`src/nlfd_pkg.sv`:
```
package nlfd_pkg;

   // Character codes of interest.
   localparam logic [7:0] CHAR_ZERO  = 8'h30;
   localparam logic [7:0] CHAR_NINE  = 8'h39;
   localparam logic [7:0] CHAR_POINT = 8'h2E;

   // Saturation limit of the whole part (DDDMM) and fraction limits.
   localparam logic [14:0] WHOLE_MAX       = 15'd18099;
   localparam logic [2:0]  FRAC_MAX_DIGITS = 3'd6;
   localparam logic [2:0]  COUNT_MAX       = 3'd7;

   // Reciprocal constants.
   // whole / 100 = (whole * DIV100_MUL) >> DIV100_SHIFT for whole <= 18099.
   localparam logic [12:0] DIV100_MUL   = 13'd5243;
   localparam int          DIV100_SHIFT = 19;
   // x / 60 = (x * DIV60_MUL) >> DIV60_SHIFT for x < 10^7.
   localparam logic [24:0] DIV60_MUL    = 25'd17895698;
   localparam int          DIV60_SHIFT  = 30;
   // floor(mins * 10^7 / 60) = (mins * MINS_MUL) >> MINS_SHIFT for mins < 100.
   localparam logic [25:0] MINS_MUL     = 26'd42666667;
   localparam int          MINS_SHIFT   = 8;

   localparam logic [6:0]  HUNDRED      = 7'd100;
   localparam logic [23:0] DEG_SCALE    = 24'd10000000;

   // Snapshot of the accumulated field, handed over on the final character.
   typedef struct packed {
      logic        valid;
      logic [14:0] whole;
      logic [19:0] frac;
      logic [2:0]  count;
      logic        negate;
      logic        saturated;
   } snap_type;

   // Scale that brings a fraction of n digits to seven digits.
   function automatic logic [19:0] frac_scale(input logic [2:0] count);
      logic [19:0] scale;
      case (count)
         3'd1:    scale = 20'd1000000;
         3'd2:    scale = 20'd100000;
         3'd3:    scale = 20'd10000;
         3'd4:    scale = 20'd1000;
         3'd5:    scale = 20'd100;
         3'd6:    scale = 20'd10;
         default: scale = 20'd0;
      endcase
      return scale;
   endfunction

endpackage

```
`src/nlfd_accum.sv`:
```
module nlfd_accum (
   input  logic               clock,
   input  logic               reset,
   input  logic               req_valid,
   output logic               req_stall,
   input  logic [7:0]         req_char_code,
   input  logic               req_field_end,
   input  logic               req_negate_hemisphere,
   input  logic               conv_ready,
   output nlfd_pkg::snap_type snap
);
   import nlfd_pkg::*;

   logic [14:0] whole_ff, whole_in;
   logic        whole_stop_ff, whole_stop_in;
   logic        whole_sat_ff, whole_sat_in;
   logic        point_ff, point_in;
   logic [19:0] frac_ff, frac_in;
   logic        frac_stop_ff, frac_stop_in;
   logic [2:0]  count_ff, count_in;
   snap_type    snap_ff, snap_in;

   logic        accept;
   logic        digit;
   logic [3:0]  digit_val;
   logic [17:0] whole_next;

   assign req_stall = snap_ff.valid && !conv_ready;
   assign accept    = req_valid && !req_stall;
   assign snap      = snap_ff;

   assign digit      = (req_char_code >= CHAR_ZERO) && (req_char_code <= CHAR_NINE);
   assign digit_val  = digit ? 4'(req_char_code - CHAR_ZERO) : 4'd0;
   assign whole_next = 18'(whole_ff) * 18'd10 + 18'(digit_val);

   always_comb begin
      whole_in      = whole_ff;
      whole_stop_in = whole_stop_ff;
      whole_sat_in  = whole_sat_ff;
      point_in      = point_ff;
      frac_in       = frac_ff;
      frac_stop_in  = frac_stop_ff;
      count_in      = count_ff;
      if (!point_ff) begin
         if (req_char_code == CHAR_POINT) begin
            point_in = 1'b1;
         end else if (!digit) begin
            whole_stop_in = 1'b1;
         end else if (!whole_stop_ff) begin
            if (whole_sat_ff || whole_next > 18'(WHOLE_MAX)) begin
               whole_in     = WHOLE_MAX;
               whole_sat_in = 1'b1;
            end else begin
               whole_in = whole_next[14:0];
            end
         end
      end else begin
         if (!digit) begin
            frac_stop_in = 1'b1;
         end else if (!frac_stop_ff && count_ff < FRAC_MAX_DIGITS) begin
            frac_in = 20'(frac_ff * 20'd10 + 20'(digit_val));
         end
         if (count_ff < COUNT_MAX) begin
            count_in = count_ff + 3'd1;
         end
      end
   end

   always_comb begin
      snap_in = snap_ff;
      if (conv_ready) begin
         snap_in.valid = 1'b0;
      end
      if (accept && req_field_end) begin
         snap_in.valid     = 1'b1;
         snap_in.whole     = whole_in;
         snap_in.frac      = frac_in;
         snap_in.count     = count_in;
         snap_in.negate    = req_negate_hemisphere;
         snap_in.saturated = whole_sat_in;
      end
   end

   always_ff @(posedge clock) begin
      if (reset) begin
         snap_ff <= '0;
      end else begin
         snap_ff <= snap_in;
      end
   end

   always_ff @(posedge clock) begin
      if (reset) begin
         whole_ff      <= '0;
         whole_stop_ff <= 1'b0;
         whole_sat_ff  <= 1'b0;
         point_ff      <= 1'b0;
         frac_ff       <= '0;
         frac_stop_ff  <= 1'b0;
         count_ff      <= '0;
      end else if (accept) begin
         if (req_field_end) begin
            whole_ff      <= '0;
            whole_stop_ff <= 1'b0;
            whole_sat_ff  <= 1'b0;
            point_ff      <= 1'b0;
            frac_ff       <= '0;
            frac_stop_ff  <= 1'b0;
            count_ff      <= '0;
         end else begin
            whole_ff      <= whole_in;
            whole_stop_ff <= whole_stop_in;
            whole_sat_ff  <= whole_sat_in;
            point_ff      <= point_in;
            frac_ff       <= frac_in;
            frac_stop_ff  <= frac_stop_in;
            count_ff      <= count_in;
         end
      end
   end

endmodule

```
`src/nlfd_convert.sv`:
```
module nlfd_convert (
   input  logic               clock,
   input  logic               reset,
   input  nlfd_pkg::snap_type snap,
   output logic               conv_ready,
   output logic               rsp_valid,
   input  logic               rsp_stall,
   output logic signed [31:0] rsp_degrees_e7,
   output logic               rsp_over_range
);
   import nlfd_pkg::*;

   // Stage two: degrees split off and fraction scaled to seven digits.
   logic        v2_ff;
   logic [14:0] whole2_ff;
   logic [7:0]  deg2_ff;
   logic [23:0] fprod2_ff;
   logic        neg2_ff, sat2_ff;
   // Stage three: minutes, degree term and fraction over sixty.
   logic        v3_ff;
   logic [6:0]  mins3_ff;
   logic [30:0] dege7_3_ff;
   logic [17:0] fdiv3_ff;
   logic        neg3_ff, sat3_ff;
   // Stage four: minute term and partial sum.
   logic        v4_ff;
   logic [24:0] mterm4_ff;
   logic [31:0] part4_ff;
   logic        neg4_ff, sat4_ff;
   // Result register.
   logic        vo_ff;
   logic [31:0] deg_out_ff;
   logic        sat_out_ff;

   logic        rdy2, rdy3, rdy4, rdyo;
   logic [27:0] deg_in;
   logic [39:0] fprod_in;
   logic [14:0] hund_in;
   logic [48:0] fdiv_in;
   logic [32:0] mterm_in;
   logic [31:0] mag_in;

   assign rdyo = !vo_ff || !rsp_stall;
   assign rdy4 = !v4_ff || rdyo;
   assign rdy3 = !v3_ff || rdy4;
   assign rdy2 = !v2_ff || rdy3;
   assign conv_ready = rdy2;

   assign deg_in   = 28'(snap.whole) * 28'(DIV100_MUL);
   assign fprod_in = 40'(snap.frac) * 40'(frac_scale(snap.count));
   assign hund_in  = 15'(deg2_ff) * 15'(HUNDRED);
   assign fdiv_in  = 49'(fprod2_ff) * 49'(DIV60_MUL);
   assign mterm_in = 33'(mins3_ff) * 33'(MINS_MUL);
   assign mag_in   = part4_ff + 32'(mterm4_ff);

   always_ff @(posedge clock) begin
      if (rdy2) begin
         whole2_ff <= snap.whole;
         deg2_ff   <= deg_in[DIV100_SHIFT +: 8];
         fprod2_ff <= fprod_in[23:0];
         neg2_ff   <= snap.negate;
         sat2_ff   <= snap.saturated;
      end
      if (rdy3) begin
         mins3_ff   <= 7'(whole2_ff - hund_in);
         dege7_3_ff <= 31'(32'(deg2_ff) * 32'(DEG_SCALE));
         fdiv3_ff   <= fdiv_in[DIV60_SHIFT +: 18];
         neg3_ff    <= neg2_ff;
         sat3_ff    <= sat2_ff;
      end
      if (rdy4) begin
         mterm4_ff <= mterm_in[MINS_SHIFT +: 25];
         part4_ff  <= 32'(dege7_3_ff) + 32'(fdiv3_ff);
         neg4_ff   <= neg3_ff;
         sat4_ff   <= sat3_ff;
      end
      if (rdyo) begin
         deg_out_ff <= neg4_ff ? (32'd0 - mag_in) : mag_in;
         sat_out_ff <= sat4_ff;
      end
   end

   always_ff @(posedge clock) begin
      if (reset) begin
         v2_ff <= 1'b0;
         v3_ff <= 1'b0;
         v4_ff <= 1'b0;
         vo_ff <= 1'b0;
      end else begin
         if (rdy2) begin
            v2_ff <= snap.valid;
         end
         if (rdy3) begin
            v3_ff <= v2_ff;
         end
         if (rdy4) begin
            v4_ff <= v3_ff;
         end
         if (rdyo) begin
            vo_ff <= v4_ff;
         end
      end
   end

   assign rsp_valid      = vo_ff;
   assign rsp_degrees_e7 = $signed(deg_out_ff);
   assign rsp_over_range = sat_out_ff;

endmodule

```
`src/nmea_latlon_to_fixed_degrees_top.sv`:
```
// Converts one NMEA coordinate field of the form DDDMM.mmmm, delivered one ASCII
// character per input item, into a signed fixed-point angle in units of 1e-7
// degree. The item that carries field_end also carries the hemisphere flag and
// causes exactly one result item, which passes through the snapshot register,
// pipeline stages two to four and the result register; every other item causes
// none. One input item is accepted in every clock cycle while req_stall is low,
// set by the digit accumulator, and the conversion pipeline behind it takes a
// new field on every cycle while the result side does not stall. The whole part
// saturates at 18099 and raises over_range; a fraction longer than six
// characters, a missing point or an empty fraction contributes nothing, and a
// sign or whitespace counts as a non-digit. South and west are negated.
module nmea_latlon_to_fixed_degrees_top (
   input  logic               clock,
   input  logic               reset,
   input  logic               req_valid,
   output logic               req_stall,
   input  logic [7:0]         req_char_code,
   input  logic               req_field_end,
   input  logic               req_negate_hemisphere,
   output logic               rsp_valid,
   input  logic               rsp_stall,
   output logic signed [31:0] rsp_degrees_e7,
   output logic               rsp_over_range
);
   import nlfd_pkg::*;

   // Snapshot of a finished field passing from the accumulator to the pipeline.
   snap_type snap;
   // The pipeline can take a snapshot in this cycle.
   logic     conv_ready;

   // Character accumulator: whole part, fraction and counts, one item a cycle.
   // It holds a finished field in its snapshot register until the pipeline
   // takes it, and stalls the input only while that snapshot cannot move on.
   nlfd_accum u_accum (
      .clock                 (clock),
      .reset                 (reset),
      .req_valid             (req_valid),
      .req_stall             (req_stall),
      .req_char_code         (req_char_code),
      .req_field_end         (req_field_end),
      .req_negate_hemisphere (req_negate_hemisphere),
      .conv_ready            (conv_ready),
      .snap                  (snap)
   );

   // Conversion pipeline: splits degrees from minutes by reciprocal
   // multiplication, scales both minute terms by 1e7 / 60, sums and applies
   // the hemisphere sign. Each stage holds its item while the next is full and stalled.
   nlfd_convert u_convert (
      .clock          (clock),
      .reset          (reset),
      .snap           (snap),
      .conv_ready     (conv_ready),
      .rsp_valid      (rsp_valid),
      .rsp_stall      (rsp_stall),
      .rsp_degrees_e7 (rsp_degrees_e7),
      .rsp_over_range (rsp_over_range)
   );

endmodule

```
`config.mk`:
```
export PLATFORM = sky130hd
export DESIGN_NAME = nmea_latlon_to_fixed_degrees_top
export DESIGN_NICKNAME = d
export VERILOG_FILES = /design/src/nlfd_pkg.sv /design/src/nlfd_accum.sv /design/src/nlfd_convert.sv /design/src/nmea_latlon_to_fixed_degrees_top.sv
export SDC_FILE = /design/constraint.sdc
export NUM_CORES = 2
export LEC_CHECK = 0
export ABC_AREA = 1
export BUFFER_PORTS_ARGS = -buffer_cell sky130_fd_sc_hd__buf_2
export CORE_MARGIN = 2
export CORE_UTILIZATION = 40
export CTS_CLUSTER_DIAMETER = 40
export DETAILED_ROUTE_END_ITERATION = 12
export PLACE_DENSITY = 0.63
export SETUP_SLACK_MARGIN = 0.05
export SKIP_LAST_GASP = 1
export SYNTH_ARGS = -nofsm -noshare
export SYNTH_HDL_FRONTEND = slang
export SYNTH_SLANG_ARGS = --single-unit
```
`constraint.sdc`:
```
create_clock -name clock -period 12.9 [get_ports clock]
set_input_delay 1.29 -clock clock [delete_from_list [all_inputs] [get_ports clock]]
set_output_delay 1.29 -clock clock [all_outputs]
set_load 0.02 [all_outputs]
```
==> metrics.txt <==
met2 global-route usage=0.309; status=complete, no violations; Total GRT Usage=0.181; number of antenna violations at the first check in global routing=0; DRC errors left=0; die width=302 um; synth top area cells=ha_1, fa_1, edfxtp_1; MaxCap Viol Count=0; number of buffers created by CTS=45; number of synthesized flops with an enable pin=183; top cell type's share of synthesized area=0.228; clock buffer depth=3; Max stage delay on crit path=560 ps; CTS tree=built; Arr. time, crit path=7560 ps; R2R Path Start=u_accum.snap[2]; max-slew violations=0; DRC violation total after the first TritonRoute iteration=1246; Worst Skew=25.3 ps; final hold viol count=0; PD cells=64.9 nW/um2; WP data required=13210 ps; latest clock arrival within the worst-skew pair=580 ps; routed len/inst=between 10 and 15 um; post-DP HPWL=66300 um; RR Endpoint=u_convert.fprod2_ff[23]; busiest layer in global routing=met2; buffers added on ports=48; Filler cells=roughly 8600; fin nets=5149; Crit Path Class=register to register; CP most frequent cell=fa_1; Final Power=0.00251 W; Worst setup SP type=register; post-route setup TNS=0 ps; gpl congestion=roughly 0.95; met3 Use GR=0.0242; Slew @ Worst Pin=between 900 and 1000 ps; antenna cells=0; top cells by count, synth=inv_1, ha_1, nand2_1, fa_1, nor2_1; TritonRoute pass-1 iters=5; hold path cells=0; Crit-path slowest cell=fa_1; post-CTS setup buffer count=0; Post-DRT Antenna Nets=0; max_slew headroom=0.337; CP Cell Sequence=inv_2, nand2_1, nor2_2, inv_1, nand2_1, clkinv_1, nor2_1, fa_1, fa_1, inv_1, fa_1, fa_1, fa_1, inv_1, fa_1, ha_1, xor2_1, xor2_1, xnor2_1, xor2_1, xor2_1, xor2_1, xnor2_1; ys flop type=edfxtp_1; # rows=~110; Area Growth Syn to Fin=8.71%; fin crit period=7250 ps; count leader, synth=inv_1; net count after synthesis=~5100; clk slew on worst S/H paths=60 ps; CP Max Fanout=11; number of global-route vias before repair=27174; Die ar.=91300 um2; clock sink total=270; cts hold-fix bufs=0; Die Y=302 um; endpoint type of the worst setup path=register; Unique masters post-synth=63; root buf cell=clkbuf_16; Leakage=21.3 nW; total grt overflow=0; crit path from=u_accum.snap[2]; setup violators final=0; worst vdd ir=0.103 mV; H-tree level count=2; syn_area_per_cell=8.72 um2; Resize count post-CTS=0; crit path capture=u_convert.fprod2_ff[23]; area leader, netlist=ha_1; #FFs+latches synth=270; register area share after synthesis=0.204; Syn Inst Count=4075; core area=88200 um2; Reg2Reg Setup Slack=5650 ps; Initial Utilization=0.403; Syn. warnings=0; DR vias/cell=4.92; Register-to-Register Path Depth=23; Tcrit/Tclk final=0.562; RSZ-0062 raised after global routing=false; Ports=between 40 and 50; Synth async-reset ratio=0; share of cells above drive strength 1=0.0501; cell area after synthesis=35600 um2; detailed-route via count=26243; largest net degree at the start of global routing=62; HP Class=register to register; grt met1 use=0.239; global-route wire length before repair=135000 um; fmax=about 0.14 GHz; DRT Wirelength=slightly below 80000 um
[sequential cells by signal, indices dropped and copies added, names as in the netlist, 3 cells and up]
register	cells
u_accum.snap	41
u_convert.part4_ff	32
u_convert.rsp_degrees_e7	32
u_convert.mterm4_ff	25
u_convert.dege7_3_ff	24
u_convert.fprod2_ff	23
u_accum.frac_ff	20
u_convert.fdiv3_ff	18
u_accum.whole_ff	15
u_convert.deg2_ff	8
u_convert.mins3_ff	7
u_convert.whole2_ff	7
u_accum.count_ff	3
[worst max-delay path, delay by kind of cell, from the launching register on]
kind	cells	cell delay [ps]
buffers and inverters	5	870
xor gates and xnor gates	7	1480
DFF	1	340
adders and majority gates	7	3220
and+or+nand+nor	4	1070
[power breakdown]
group	internal [W]	total, W	switching, W
Combinational	0.000113	0.000328	0.000215
Clock	0.000743	0.00119	0.000451
Sequential	0.000967	0.000985	0.0000175
Total	0.00182	0.00251	0.000684
[worst min-delay path by stage]
| stage | start | to | slack (ps) |
|---|---|---|---|
| final | u_convert.fdiv3_ff[2] | u_convert.part4_ff[2] | 420 |
| after global routing | u_convert.fdiv3_ff[3] | u_convert.part4_ff[3] | 430 |
| after CTS | u_convert.fdiv3_ff[3] | u_convert.part4_ff[3] | 420 |
| after detailed placement | u_convert.fdiv3_ff[3] | u_convert.part4_ff[3] | 400 |
| after global placement | u_convert.neg2_ff | u_convert.neg3_ff | 400 |
| after floorplan | u_convert.whole2_ff[0] | u_convert.mins3_ff[0] | 400 |
[area by class of cell]
cell class | instances | area (um2) | area share
well taps | 1165 | 1460 | 0.0377
repair buffers | 61 | 338 | 0.00874
multi-input cells | 2934 | 25000 | 0.647
clock inverters | 28 | 299 | 0.00774
clock buffers | 54 | 1210 | 0.0314
flip-flops and latches | 270 | 7240 | 0.187
inverters | 826 | 3100 | 0.0802
[per-layer routing]
metal / share of wire / vias up
met5: 0 / -
met1: 0.47 / 12319
met4: 0.031 / 0
met2: 0.46 / 468
met3: 0.041 / 136
li1: - / 13320
[cell usage in the layout, fill, tap and decap left out, types with 13 or more instances in the layout]
cell type	instances
a21o_1	14
a21oi_1	232
buf_2	48
buf_4	13
clkbuf_16	47
dfxtp_1	87
edfxtp_1	183
fa_1	348
ha_1	649
inv_1	807
nand2_1	622
nand2_2	13
nand3_1	119
nand4_1	56
nor2_1	325
nor3_1	23
o21ai_0	121
o21ai_1	13
o21bai_1	15
o22ai_1	19
or2_2	17
xnor2_1	65
xor2_1	147
[stage by stage]
step / hold slack (ps) / util / cell area (um2) / worst slack (ps) / cells
finish: 416 / 0.438 / 38600 / 5650 / 5338
global route: 426 / 0.438 / 38600 / 5160 / 5338
CTS: 418 / 0.438 / 38600 / 5720 / 5338
detailed placement: 405 / 0.421 / 37100 / 5750 / 5256
global placement: 403 / 0.421 / 37100 / 5850 / 5256
floorplan: 400 / - / 35600 / 5850 / 4075
[cells by family after synthesis]
| kind of cell | Yosys count | share of synthesized area |
|---|---|---|
| muxes | 3 | 0.000845 |
| adders and majority gates | 997 | 0.424 |
| buffers and inverters | 871 | 0.0932 |
| DFF | 270 | 0.204 |
| and+or+nand+nor | 1219 | 0.145 |
| AOI/OAI and AO/OA | 502 | 0.0806 |
| xor gates and xnor gates | 213 | 0.0527 |
No activity file was read; power rests on OpenSTA's default activity.
